--- src/hw/rtl/htca_pkg.sv ---
// ----------------------------------------------------------------------------
// htca_pkg
// Types and constants shared by the canonical code assigner modules.
// ----------------------------------------------------------------------------
package htca_pkg;

	localparam int DATA_W   = 8;
	localparam int POS_W    = 5;
	localparam int LEN_W    = 5;
	localparam int CODE_W   = 16;
	localparam int NEXT_W   = 17;
	localparam int NUM_CNT  = 16;
	localparam int IDX_W    = 4;
	localparam int CMD_DEPTH = 4;

	localparam logic [POS_W-1:0] POS_IDLE      = 5'd0;
	localparam logic [POS_W-1:0] POS_LAST_CNT  = 5'd16;
	localparam logic [POS_W-1:0] POS_SYMBOLS   = 5'd17;
	localparam logic [IDX_W-1:0] LAST_CNT_IDX  = 4'd15;

	typedef enum logic [1:0] {
		ERR_NONE     = 2'd0,
		ERR_NO_CODE  = 2'd1,
		ERR_OVERSUB  = 2'd2
	} err_kind_t;

	typedef enum logic {
		CMD_COUNT  = 1'b0,
		CMD_SYMBOL = 1'b1
	} cmd_kind_t;

	typedef struct packed {
		cmd_kind_t           kind;
		logic [IDX_W-1:0]    idx;
		logic [DATA_W-1:0]   data;
		logic                last;
	} cmd_t;

endpackage

--- src/hw/rtl/htca_front.sv ---
// ----------------------------------------------------------------------------
// htca_front
// Tracks the byte position in a table and turns count and symbol bytes
// into commands for the back end; header and stray bytes are dropped.
// ----------------------------------------------------------------------------
module htca_front
	import htca_pkg::*;
(
	input  logic              clk,
	input  logic              arst_n,
	input  logic              push,
	input  logic              fifo_full,
	input  logic [DATA_W-1:0] data_byte,
	input  logic              first_byte,
	input  logic              last_byte,
	output logic              cmd_push,
	output cmd_t              cmd
);

	logic [POS_W-1:0] pos_q;
	logic [POS_W-1:0] pos_d;
	logic             accept;

	assign accept = push && !fifo_full;

	always_comb begin
		pos_d    = pos_q;
		cmd_push = 1'b0;
		cmd.kind = CMD_COUNT;
		cmd.idx  = IDX_W'(pos_q - POS_W'(1));
		cmd.data = data_byte;
		cmd.last = last_byte;
		if (first_byte) begin
			pos_d = last_byte ? POS_IDLE : POS_W'(1);
		end else if (pos_q == POS_IDLE) begin
			pos_d = POS_IDLE;
		end else if (pos_q <= POS_LAST_CNT) begin
			cmd_push = accept;
			pos_d    = last_byte ? POS_IDLE : pos_q + POS_W'(1);
		end else begin
			cmd_push = accept;
			cmd.kind = CMD_SYMBOL;
			pos_d    = last_byte ? POS_IDLE : POS_SYMBOLS;
		end
	end

	always_ff @(posedge clk or negedge arst_n) begin
		if (!arst_n) begin
			pos_q <= POS_IDLE;
		end else if (accept) begin
			pos_q <= pos_d;
		end
	end

endmodule

--- src/hw/rtl/htca_cmd_fifo.sv ---
// ----------------------------------------------------------------------------
// htca_cmd_fifo
// Short command queue between the front end and the code assigner.
// ----------------------------------------------------------------------------
module htca_cmd_fifo
	import htca_pkg::*;
(
	input  logic clk,
	input  logic arst_n,
	input  logic wr_en,
	input  cmd_t wr_data,
	input  logic rd_en,
	output cmd_t rd_data,
	output logic full,
	output logic empty
);

	localparam int PTR_W = $clog2(CMD_DEPTH);

	cmd_t              mem_q [CMD_DEPTH];
	logic [PTR_W-1:0]  wr_ptr_q;
	logic [PTR_W-1:0]  rd_ptr_q;
	logic [PTR_W:0]    count_q;

	assign full    = count_q == (PTR_W+1)'(CMD_DEPTH);
	assign empty   = count_q == '0;
	assign rd_data = mem_q[rd_ptr_q];

	always_ff @(posedge clk) begin
		if (wr_en) begin
			mem_q[wr_ptr_q] <= wr_data;
		end
	end

	always_ff @(posedge clk or negedge arst_n) begin
		if (!arst_n) begin
			wr_ptr_q <= '0;
			rd_ptr_q <= '0;
			count_q  <= '0;
		end else begin
			if (wr_en) begin
				wr_ptr_q <= wr_ptr_q + PTR_W'(1);
			end
			if (rd_en) begin
				rd_ptr_q <= rd_ptr_q + PTR_W'(1);
			end
			if (wr_en && !rd_en) begin
				count_q <= count_q + (PTR_W+1)'(1);
			end else if (rd_en && !wr_en) begin
				count_q <= count_q - (PTR_W+1)'(1);
			end
		end
	end

endmodule

--- src/hw/rtl/htca_back.sv ---
// ----------------------------------------------------------------------------
// htca_back
// Stores the length counts and hands out canonical codes, stepping one
// code length per cycle past empty lengths; results go to an output register.
// ----------------------------------------------------------------------------
module htca_back
	import htca_pkg::*;
#(
	parameter int MAX_CODE_LENGTH = 16
) (
	input  logic              clk,
	input  logic              arst_n,
	input  logic              cmd_valid,
	input  cmd_t              cmd,
	output logic              cmd_pop,
	input  logic              pop,
	output logic              empty,
	output logic [DATA_W-1:0] symbol,
	output logic [CODE_W-1:0] code_word,
	output logic [LEN_W-1:0]  code_length,
	output logic [1:0]        error_kind,
	output logic              last
);

	logic [DATA_W-1:0] cnt_q [NUM_CNT];
	logic [LEN_W-1:0]  cur_q;
	logic [DATA_W-1:0] left_q;
	logic [NEXT_W-1:0] code_q;
	logic              out_valid_q;

	logic              skip;
	logic              out_space;
	logic              is_count;
	logic              is_symbol;
	logic              emit;
	logic              fits;

	assign is_count  = cmd_valid && (cmd.kind == CMD_COUNT);
	assign is_symbol = cmd_valid && (cmd.kind == CMD_SYMBOL);
	assign skip      = (left_q == '0) && (cur_q < LEN_W'(MAX_CODE_LENGTH));
	assign out_space = !out_valid_q || pop;
	assign emit      = is_symbol && !skip && out_space;
	assign cmd_pop   = is_count || emit;
	assign fits      = code_q < (NEXT_W'(1) << cur_q);
	assign empty     = !out_valid_q;

	always_ff @(posedge clk) begin
		if (is_count) begin
			cnt_q[cmd.idx] <= cmd.data;
		end
	end

	// after the last count, start one length below 1 so the first step loads count 0
	always_ff @(posedge clk or negedge arst_n) begin
		if (!arst_n) begin
			cur_q  <= LEN_W'(1);
			left_q <= '0;
			code_q <= '0;
		end else if (is_count) begin
			if (cmd.idx == LAST_CNT_IDX) begin
				cur_q  <= '0;
				left_q <= '0;
				code_q <= '0;
			end
		end else if (is_symbol && skip) begin
			code_q <= code_q << 1;
			cur_q  <= cur_q + LEN_W'(1);
			left_q <= cnt_q[cur_q[IDX_W-1:0]];
		end else if (emit && (left_q != '0)) begin
			left_q <= left_q - DATA_W'(1);
			if (fits) begin
				code_q <= code_q + NEXT_W'(1);
			end
		end
	end

	always_ff @(posedge clk or negedge arst_n) begin
		if (!arst_n) begin
			out_valid_q <= 1'b0;
		end else if (emit) begin
			out_valid_q <= 1'b1;
		end else if (pop) begin
			out_valid_q <= 1'b0;
		end
	end

	always_ff @(posedge clk) begin
		if (emit) begin
			symbol <= cmd.data;
			last   <= cmd.last;
			if (left_q == '0) begin
				code_word   <= '0;
				code_length <= '0;
				error_kind  <= ERR_NO_CODE;
			end else if (fits) begin
				code_word   <= code_q[CODE_W-1:0];
				code_length <= cur_q;
				error_kind  <= ERR_NONE;
			end else begin
				code_word   <= '0;
				code_length <= cur_q;
				error_kind  <= ERR_OVERSUB;
			end
		end
	end

endmodule

--- src/hw/rtl/huffman_table_code_assigner_core.sv ---
// ----------------------------------------------------------------------------
// huffman_table_code_assigner_core
// Canonical Huffman code assignment from the payload of a JPEG DHT table.
// ----------------------------------------------------------------------------
// header bytes are dropped in the front end; count bytes are stored, no result
// a symbol first takes the length steps before its code, one per cycle,
// at least one for the first symbol of a table; a result passes the
// 4-entry command queue and then the result register
// asynchronous active-low reset empties the queue and the result register;
// the count store is not cleared, every table rewrites it before use
module huffman_table_code_assigner_core
	import htca_pkg::*;
#(
	parameter int MAX_CODE_LENGTH = 16
) (
	input  logic              clk,
	input  logic              arst_n,
	input  logic              push,
	output logic              full,
	input  logic [DATA_W-1:0] data_byte,
	input  logic              first_byte,
	input  logic              last_byte,
	output logic              empty,
	input  logic              pop,
	output logic [DATA_W-1:0] symbol,
	output logic [CODE_W-1:0] code_word,
	output logic [LEN_W-1:0]  code_length,
	output logic [1:0]        error_kind,
	output logic              last
);

	logic cmd_push;
	cmd_t cmd_in;
	cmd_t cmd_head;
	logic cmd_pop;
	logic cmd_empty;

	htca_front u_front (
		.clk       (clk),
		.arst_n    (arst_n),
		.push      (push),
		.fifo_full (full),
		.data_byte (data_byte),
		.first_byte(first_byte),
		.last_byte (last_byte),
		.cmd_push  (cmd_push),
		.cmd       (cmd_in)
	);

	htca_cmd_fifo u_fifo (
		.clk    (clk),
		.arst_n (arst_n),
		.wr_en  (cmd_push),
		.wr_data(cmd_in),
		.rd_en  (cmd_pop),
		.rd_data(cmd_head),
		.full   (full),
		.empty  (cmd_empty)
	);

	htca_back #(
		.MAX_CODE_LENGTH(MAX_CODE_LENGTH)
	) u_back (
		.clk        (clk),
		.arst_n     (arst_n),
		.cmd_valid  (!cmd_empty),
		.cmd        (cmd_head),
		.cmd_pop    (cmd_pop),
		.pop        (pop),
		.empty      (empty),
		.symbol     (symbol),
		.code_word  (code_word),
		.code_length(code_length),
		.error_kind (error_kind),
		.last       (last)
	);

	a_len_bound: assert property (@(posedge clk) disable iff (!arst_n)
		!empty |-> code_length <= LEN_W'(MAX_CODE_LENGTH))
		else $error("code length above maximum");

	a_no_code: assert property (@(posedge clk) disable iff (!arst_n)
		(!empty && error_kind == ERR_NO_CODE) |-> (code_length == '0 && code_word == '0))
		else $error("exhausted result carries a code");

	a_code_fits: assert property (@(posedge clk) disable iff (!arst_n)
		(!empty && error_kind == ERR_NONE) |->
		(code_length != '0 && (17'(code_word) >> code_length) == '0))
		else $error("code does not fit its length");

	a_err_code: assert property (@(posedge clk) disable iff (!arst_n)
		!empty |-> (error_kind == ERR_NONE || error_kind == ERR_NO_CODE ||
		error_kind == ERR_OVERSUB))
		else $error("undefined error kind");

endmodule
--- config.mk ---
export PLATFORM = sky130hd
export DESIGN_NAME = huffman_table_code_assigner_core
export DESIGN_NICKNAME = d
export VERILOG_FILES = /design/src/hw/rtl/htca_pkg.sv /design/src/hw/rtl/htca_front.sv /design/src/hw/rtl/htca_cmd_fifo.sv /design/src/hw/rtl/htca_back.sv /design/src/hw/rtl/huffman_table_code_assigner_core.sv
export SDC_FILE = /design/constraint.sdc
export NUM_CORES = 1
export LEC_CHECK = 0
export BUFFER_PORTS_ARGS = -buffer_cell sky130_fd_sc_hd__buf_2
export CORE_MARGIN = 2
export CORE_UTILIZATION = 38
export CTS_CLUSTER_DIAMETER = 120
export DETAILED_ROUTE_END_ITERATION = 10
export PLACE_DENSITY = 0.62
export SLEW_MARGIN = 20
export SYNTH_ARGS = -nofsm -noshare
export SYNTH_HDL_FRONTEND = slang
export SYNTH_SLANG_ARGS = --single-unit
--- constraint.sdc ---
create_clock -name clk -period 4.4 [get_ports clk]
set_input_delay 0.44 -clock clk [delete_from_list [all_inputs] [get_ports clk]]
set_output_delay 0.44 -clock clk [all_outputs]
set_load 0.005 [all_outputs]
# Word level (Yosys, flattened, before mapping)
# Memories as Yosys holds them, arrays and structs flattened.
# Index checks and enable logic that the tools add are counted.
[classes]
muxes = 32
shift = 1
bitwise_logic = 2
n_reduce_logical = 31
addsub = 9
n_eq_ne = 3
n_lt_le_gt_ge = 3
[ops]
columns = ["cell", "count"]
rows = [
  ["$mux W17", 5],
  ["$mux W5", 8],
  ["$mux W8", 4],
  ["$add A17 B1 Y17 const B", 1],
  ["$lt A17 B17 Y1", 1],
  ["$shl A1 B5 Y17 const A", 1],
  ["$mux W1", 12],
  ["$add A5 B1 Y5 const B", 2],
  ["$logic_and A1 B1 Y1", 10],
  ["$logic_not A8 Y1", 1],
  ["$reduce_bool A8 Y1", 1],
  ["$sub A8 B1 Y8 const B", 1],
  ["$logic_not A1 Y1", 6],
  ["$mux W3", 2],
  ["$reduce_bool A2 Y1", 3],
  ["$reduce_bool A3 Y1", 2],
  ["$le A5 B5 Y1 const B", 1],
  ["$logic_not A5 Y1", 1],
  ["$lt A5 B5 Y1 const B", 1],
  ["$add A2 B1 Y2 const B", 2],
  ["$eq A4 B4 Y1 const B", 1],
  ["$reduce_and A2 Y1", 2],
  ["$sub A4 B1 Y4 const B", 1],
  ["$add A3 B1 Y3 const B", 1],
  ["9 further kinds", 11],
]
[totals]
wordCells = 96
reg_bits = 75
mem_count = 2
output_inout_bits = 34
mem_bits_rw = 184
[mem_list]
columns = ["name", "words", "word_bits", "read_ports", "rd_clocked_by_memory_dff", "write_ports", "line_no", "text"]
rows = [
  ["u_back.cnt_q", 16, 8, 1, 0, 1, "htca_back.sv:25", "logic [DATA_W-1:0] cnt_q [NUM_CNT];"],
  ["u_fifo.mem_q", 4, 14, 1, 0, 1, "htca_cmd_fifo.sv:20", "cmd_t mem_q [CMD_DEPTH];"],
]

# Logic depth before layout (Yosys ltp)
[logic_depth]
word_depth = 9
ltp_mapped = 15

# Modules after synthesis
# A second synthesis with hierarchy kept.
[unflattened]
hier_cells = 734
hier_area_um2 = 11363.4
[by_module_without_submodules]
columns = ["module", "instances", "area_each_um2", "cells_each"]
rows = [
  ["htca_back", 1, 8466.9, 573],
  ["htca_cmd_fifo", 1, 2446.1, 107],
  ["htca_front", 1, 446.7, 53],
  ["huffman_table_code_assigner_core", 1, 3.8, 1],
]

# Worst setup path after synthesis
# No wires, ideal clock.
[synth_timing]
path_type = "flip-flop to flip-flop"
from = "reg u_fifo.rd_ptr_q[0]"
to = "reg u_back.code_length[0], enable pin"
slack_ns = 0.417
path_stages_with_launch = 5
period_less_slack_ns = 3.983
setup_ns = 0.468
arrival_ns = 3.515
cell_sequence = "dfrtp_1 buf_6 mux4_2 o21ai_0 nor3b_1"
[synth_via]
elab_chain_len = 4
[synth_lines]
columns = ["item", "line_no", "text"]
rows = [
  ["start: declaration", "htca_cmd_fifo.sv:22", "logic [PTR_W-1:0] rd_ptr_q;"],
  ["start signal: assignment", "htca_cmd_fifo.sv:45", "rd_ptr_q <= rd_ptr_q + PTR_W'(1);"],
  ["$mem_v2 Z4 W14", "n/a", ""],
  ["$logic_and A1 B1 Y1", "htca_back.sv:39", "assign is_symbol = cmd_valid && (cmd.kind == CMD_SYMBOL);"],
  ["$logic_and A1 B1 Y1 (2 in series)", "htca_back.sv:42", "assign emit = is_symbol && !skip && out_space;"],
  ["named net u_back.emit", "htca_back.sv:35", "logic emit;"],
  ["end signal: assignment", "htca_back.sv:97", "code_length <= cur_q;"],
  ["end signal: assignment", "htca_back.sv:101", "code_length <= cur_q;"],
  ["end: declaration", "htca_back.sv:20", "output logic [LEN_W-1:0] code_length,"],
]
# The timed path passes the listed nets, and every way through them passes these cells.
# A chain may end at the register's enable or synchronous reset.

# Final worst setup path
[layout_timing]
from = "reg u_back.cur_q[3]"
to = "reg u_back.code_word[1] (data pin)"
[layout_via]
elab_chain_len = 4
[layout_lines]
columns = ["item", "line_no", "text"]
rows = [
  ["start: declaration", "htca_back.sv:26", "logic [LEN_W-1:0] cur_q;"],
  ["start signal: assignment", "htca_back.sv:67", "cur_q <= cur_q + LEN_W'(1);"],
  ["$shl A1 B5 Y17", "htca_back.sv:44", "assign fits = code_q < (NEXT_W'(1) << cur_q);"],
  ["$lt A17 B17 Y1", "htca_back.sv:44", ""],
  ["$not A1 Y1 (no line)", "n/a", ""],
  ["$reduce_or A2 Y1 (no line)", "n/a", ""],
  ["end signal: assignment", "htca_back.sv:96", "code_word <= code_q[CODE_W-1:0];"],
  ["end: declaration", "htca_back.sv:19", "output logic [CODE_W-1:0] code_word,"],
]
# No other way between the ends.

==> impl_results.md <==
* Mapped cell area at 11200 sq um
* First-pass DRT Iterations at 5
* Vias in the first global route at 6055
* Crit path top cell by count: and2_1
* Post-synth top area share at 57.9%
* CTS tree: yes
* VDD IR max at 0.458 mV
* Hold slack at -0.0128 ns
* Cell Chain, Critical Path: buf_4 -> nor2b_1 -> and2_1 -> nand2_1 -> ha_1 -> a41oi_1 -> o21ai_0 -> a221oi_1 -> o211ai_1 -> nor2_1 -> and2_1
* Static leakage at 4.49 nW
* First-pass GRT wire length at 36.1 mm
* Worst slew pin tran at 1.01 ns
* Gr usage total at 15.0%
* CTS hold repair buffers at 0
* PortBufs at 47
* Initial antenna violation count at 0
* Largest net degree at the start of global routing at 44
* Fill cells at 2571
* Crit-path slowest cell: nor2_1
* Final setup viols at 0
* Kind of critical path: register to register
* CP max stage delay at 0.59 ns
* Post-CTS Setup Inserts at 0
* Yosys reg bits at 259
* Die Span Y at 176 um
* Total CTS buffers at 27
* DRC errors left at 0
* Ranking of synthesized cells by area: edfxtp_1, mux4_2, dfrtp_1
* CTS Buffer Depth at 3
* Clk slew on worst S/H paths at 0.06 ns
* Ys async rst share at 16.6%
* Synthesized Nets at 754
* Post-synth cell types at 64
* Starting density of the core at 38.8%
* Routed WL per cell at 19.4 um
* Final nets at 814
* Failing checks: hold timing
* Outcome: finished, violations left
* MaxCap Viol Count at 0
* Clock latency on the worst-skew pair at 0.55 ns
* Critical path peak fanout at 16
* Post-synthesis sequential area ratio at 67.5%
* Fin. Hold Viols at 8
* Setup TNS at 0 ns
* Critical Path End Type: register
* Startpoint types: register
* ANT cells at 0
* Rows at 62
* Antenna viol nets, final at 0
* PwrDens at 672 nW/um^2
* Count leader, synth: edfxtp_1
* Synthesized area per cell at 15.8 sq um
* Total power at 8.65 mW
* Syn-to-layout area delta at 14.9%
* Req. time, crit path at 4.79 ns
* Most common library cells after synthesis: edfxtp_1, mux4_2, nor2_1
* Worst hold-check path type: input port to async pin
* Post-Route WL at 22.7 mm
* Core area at 28900 sq um
* Remaining global-route overflow at 0
* Final period utilization at 80.2%
* Skew final at 0.0193 ns
* DPL Wire Length at 15.0 mm
* Rel. slew slack at 32.2%
* CP arrival at 3.92 ns
* Die Wd at 176 um
* Final GP Congestion at 0.801
* CTS resizes at 0
* Ys Warns at 0
* Post-Syn Instances at 708
* Via density at 5.32
* Routed vias at 6235
* RSZ-0062 raised after global routing: no
* Peak Freq at 0.283 GHz
* Ratio of cells with drive above 1 in the final layout at 22.2%
* CTS Root Cell: clkbuf_16
* Slew Viols, Final at 0
* DIE AREA at 30900 sq um
* Post-synth EDFFs at 216
* CTS H-Tree Depth at 1
* Top_reg_cell synth: edfxtp_1
* Post-synth top area cell: edfxtp_1
* Top Ports at 48
* Sink Count at 259
* DR iter-0 viols at 568
* Post-layout minimum cycle time at 3.53 ns
layout by cell type, fill, tap and decap left out, drive strengths merged, types with 7 or more instances in the layout:
master / instances
nand2b: 7
nor2: 49
buf: 59
inv: 28
dfrtp: 42
or2: 9
edfxtp: 216
bufinv: 7
a31oi: 8
clkinv: 11
mux4: 54
nand3: 15
nand2: 44
o22ai: 10
ha: 31
a21oi: 21
o21ai: 36
clkbuf: 29
a22o: 7
nand4: 7
and2: 18
nor3: 14
registers in the layout (all words and copies together) (netlist names):
register,count
u_back.cnt_q,128
u_back.code_length,5
u_back.code_q,17
u_back.code_word,16
u_back.cur_q,5
u_back.error_kind,2
u_back.last,1
u_back.left_q,8
u_back.out_valid_q,1
u_back.symbol,8
u_fifo.count_q,3
u_fifo.mem_q,56
u_fifo.rd_ptr_q,2
u_fifo.wr_ptr_q,2
u_front.pos_q,5
worst max-delay path: cells and delay by family (launching register included):
| kind | cells | cell delay (ns) |
|---|---|---|
| buffers and inverters | 1 | 0.22 |
| and+or+nand+nor | 5 | 1.46 |
| adders and majority gates | 1 | 0.32 |
| AOI/OAI and AO/OA | 4 | 1.07 |
| DFF | 1 | 0.33 |
per-stage QoR:
stage          worst slack [ns]  cells  area, sq um  util (%)
3_3_place_gp               1.01   1123        11900      41.2
5_1_grt                   0.468   1173        12900      44.6
3_5_place_dp              0.885   1123        11900      41.2
4_1_cts                   0.869   1173        12900      44.6
2_1_floorplan             0.417    708        11200         -
6_report                  0.871   1173        12900      44.6
cells by family after synthesis:
family / Yosys count / synth area share (%)
multiplexers: 55 / 11.1
AO/OA/AOI/OAI: 110 / 6.33
AND/OR/NAND/NOR: 188 / 8.61
buffers and inverters: 55 / 2.14
adder cells (fa/ha/maj): 32 / 3.64
flip-flops: 259 / 67.5
XOR/XNOR: 9 / 0.704
path summary, 6_finish.rpt:
path	from	cells past startpoint	slack (ns)	end
setup / recovery	u_back.cur_q[3]	11	0.87	u_back.code_word[1]
hold / removal	arst_n	2	-0.01	u_front.pos_q[2]
setup reg to reg	u_back.cur_q[3]	11	0.87	u_back.code_word[1]
hold reg to reg	u_back.left_q[0]	1	0.53	u_back.left_q[0]
max in group asynchronous	arst_n	2	3.98	u_back.code_q[0]
min in group clk	data_byte[1]	1	0.11	u_fifo.mem_q[1][2]
power breakdown:
group	leakage (nW)	internal, mW	switching, mW	total [mW]
combinational	1.48	0.987	1.63	2.62
clock	0.481	1.55	0.953	2.50
sequential	2.53	3.35	0.175	3.53
metal layers:
metal / part of all wire (%) / wire length [um] / vias to the layer above / GRT usage [%]
met3: 3.9 / 886 / 23 / 2.16
met4: 1.4 / 318 / 0 / 2.96
met2: 47 / 10600 / 144 / 23.6
met5: 0 / 0 / - / 0
li1: - / - / 2895 / -
met1: 48 / 10900 / 3173 / 22.4
layout make-up:
| class | count | area, sq um | share of cell area, % |
|---|---|---|---|
| inverter | 27 | 106 | 0.827 |
| tap | 384 | 480 | 3.73 |
| multi-input combinational | 394 | 3400 | 26.5 |
| clock inverter | 21 | 304 | 2.36 |
| timing repair buffer | 59 | 325 | 2.53 |
| sequential | 259 | 7560 | 58.8 |
| clock buffer | 29 | 683 | 5.31 |
Power figures use the tool's default switching activity.
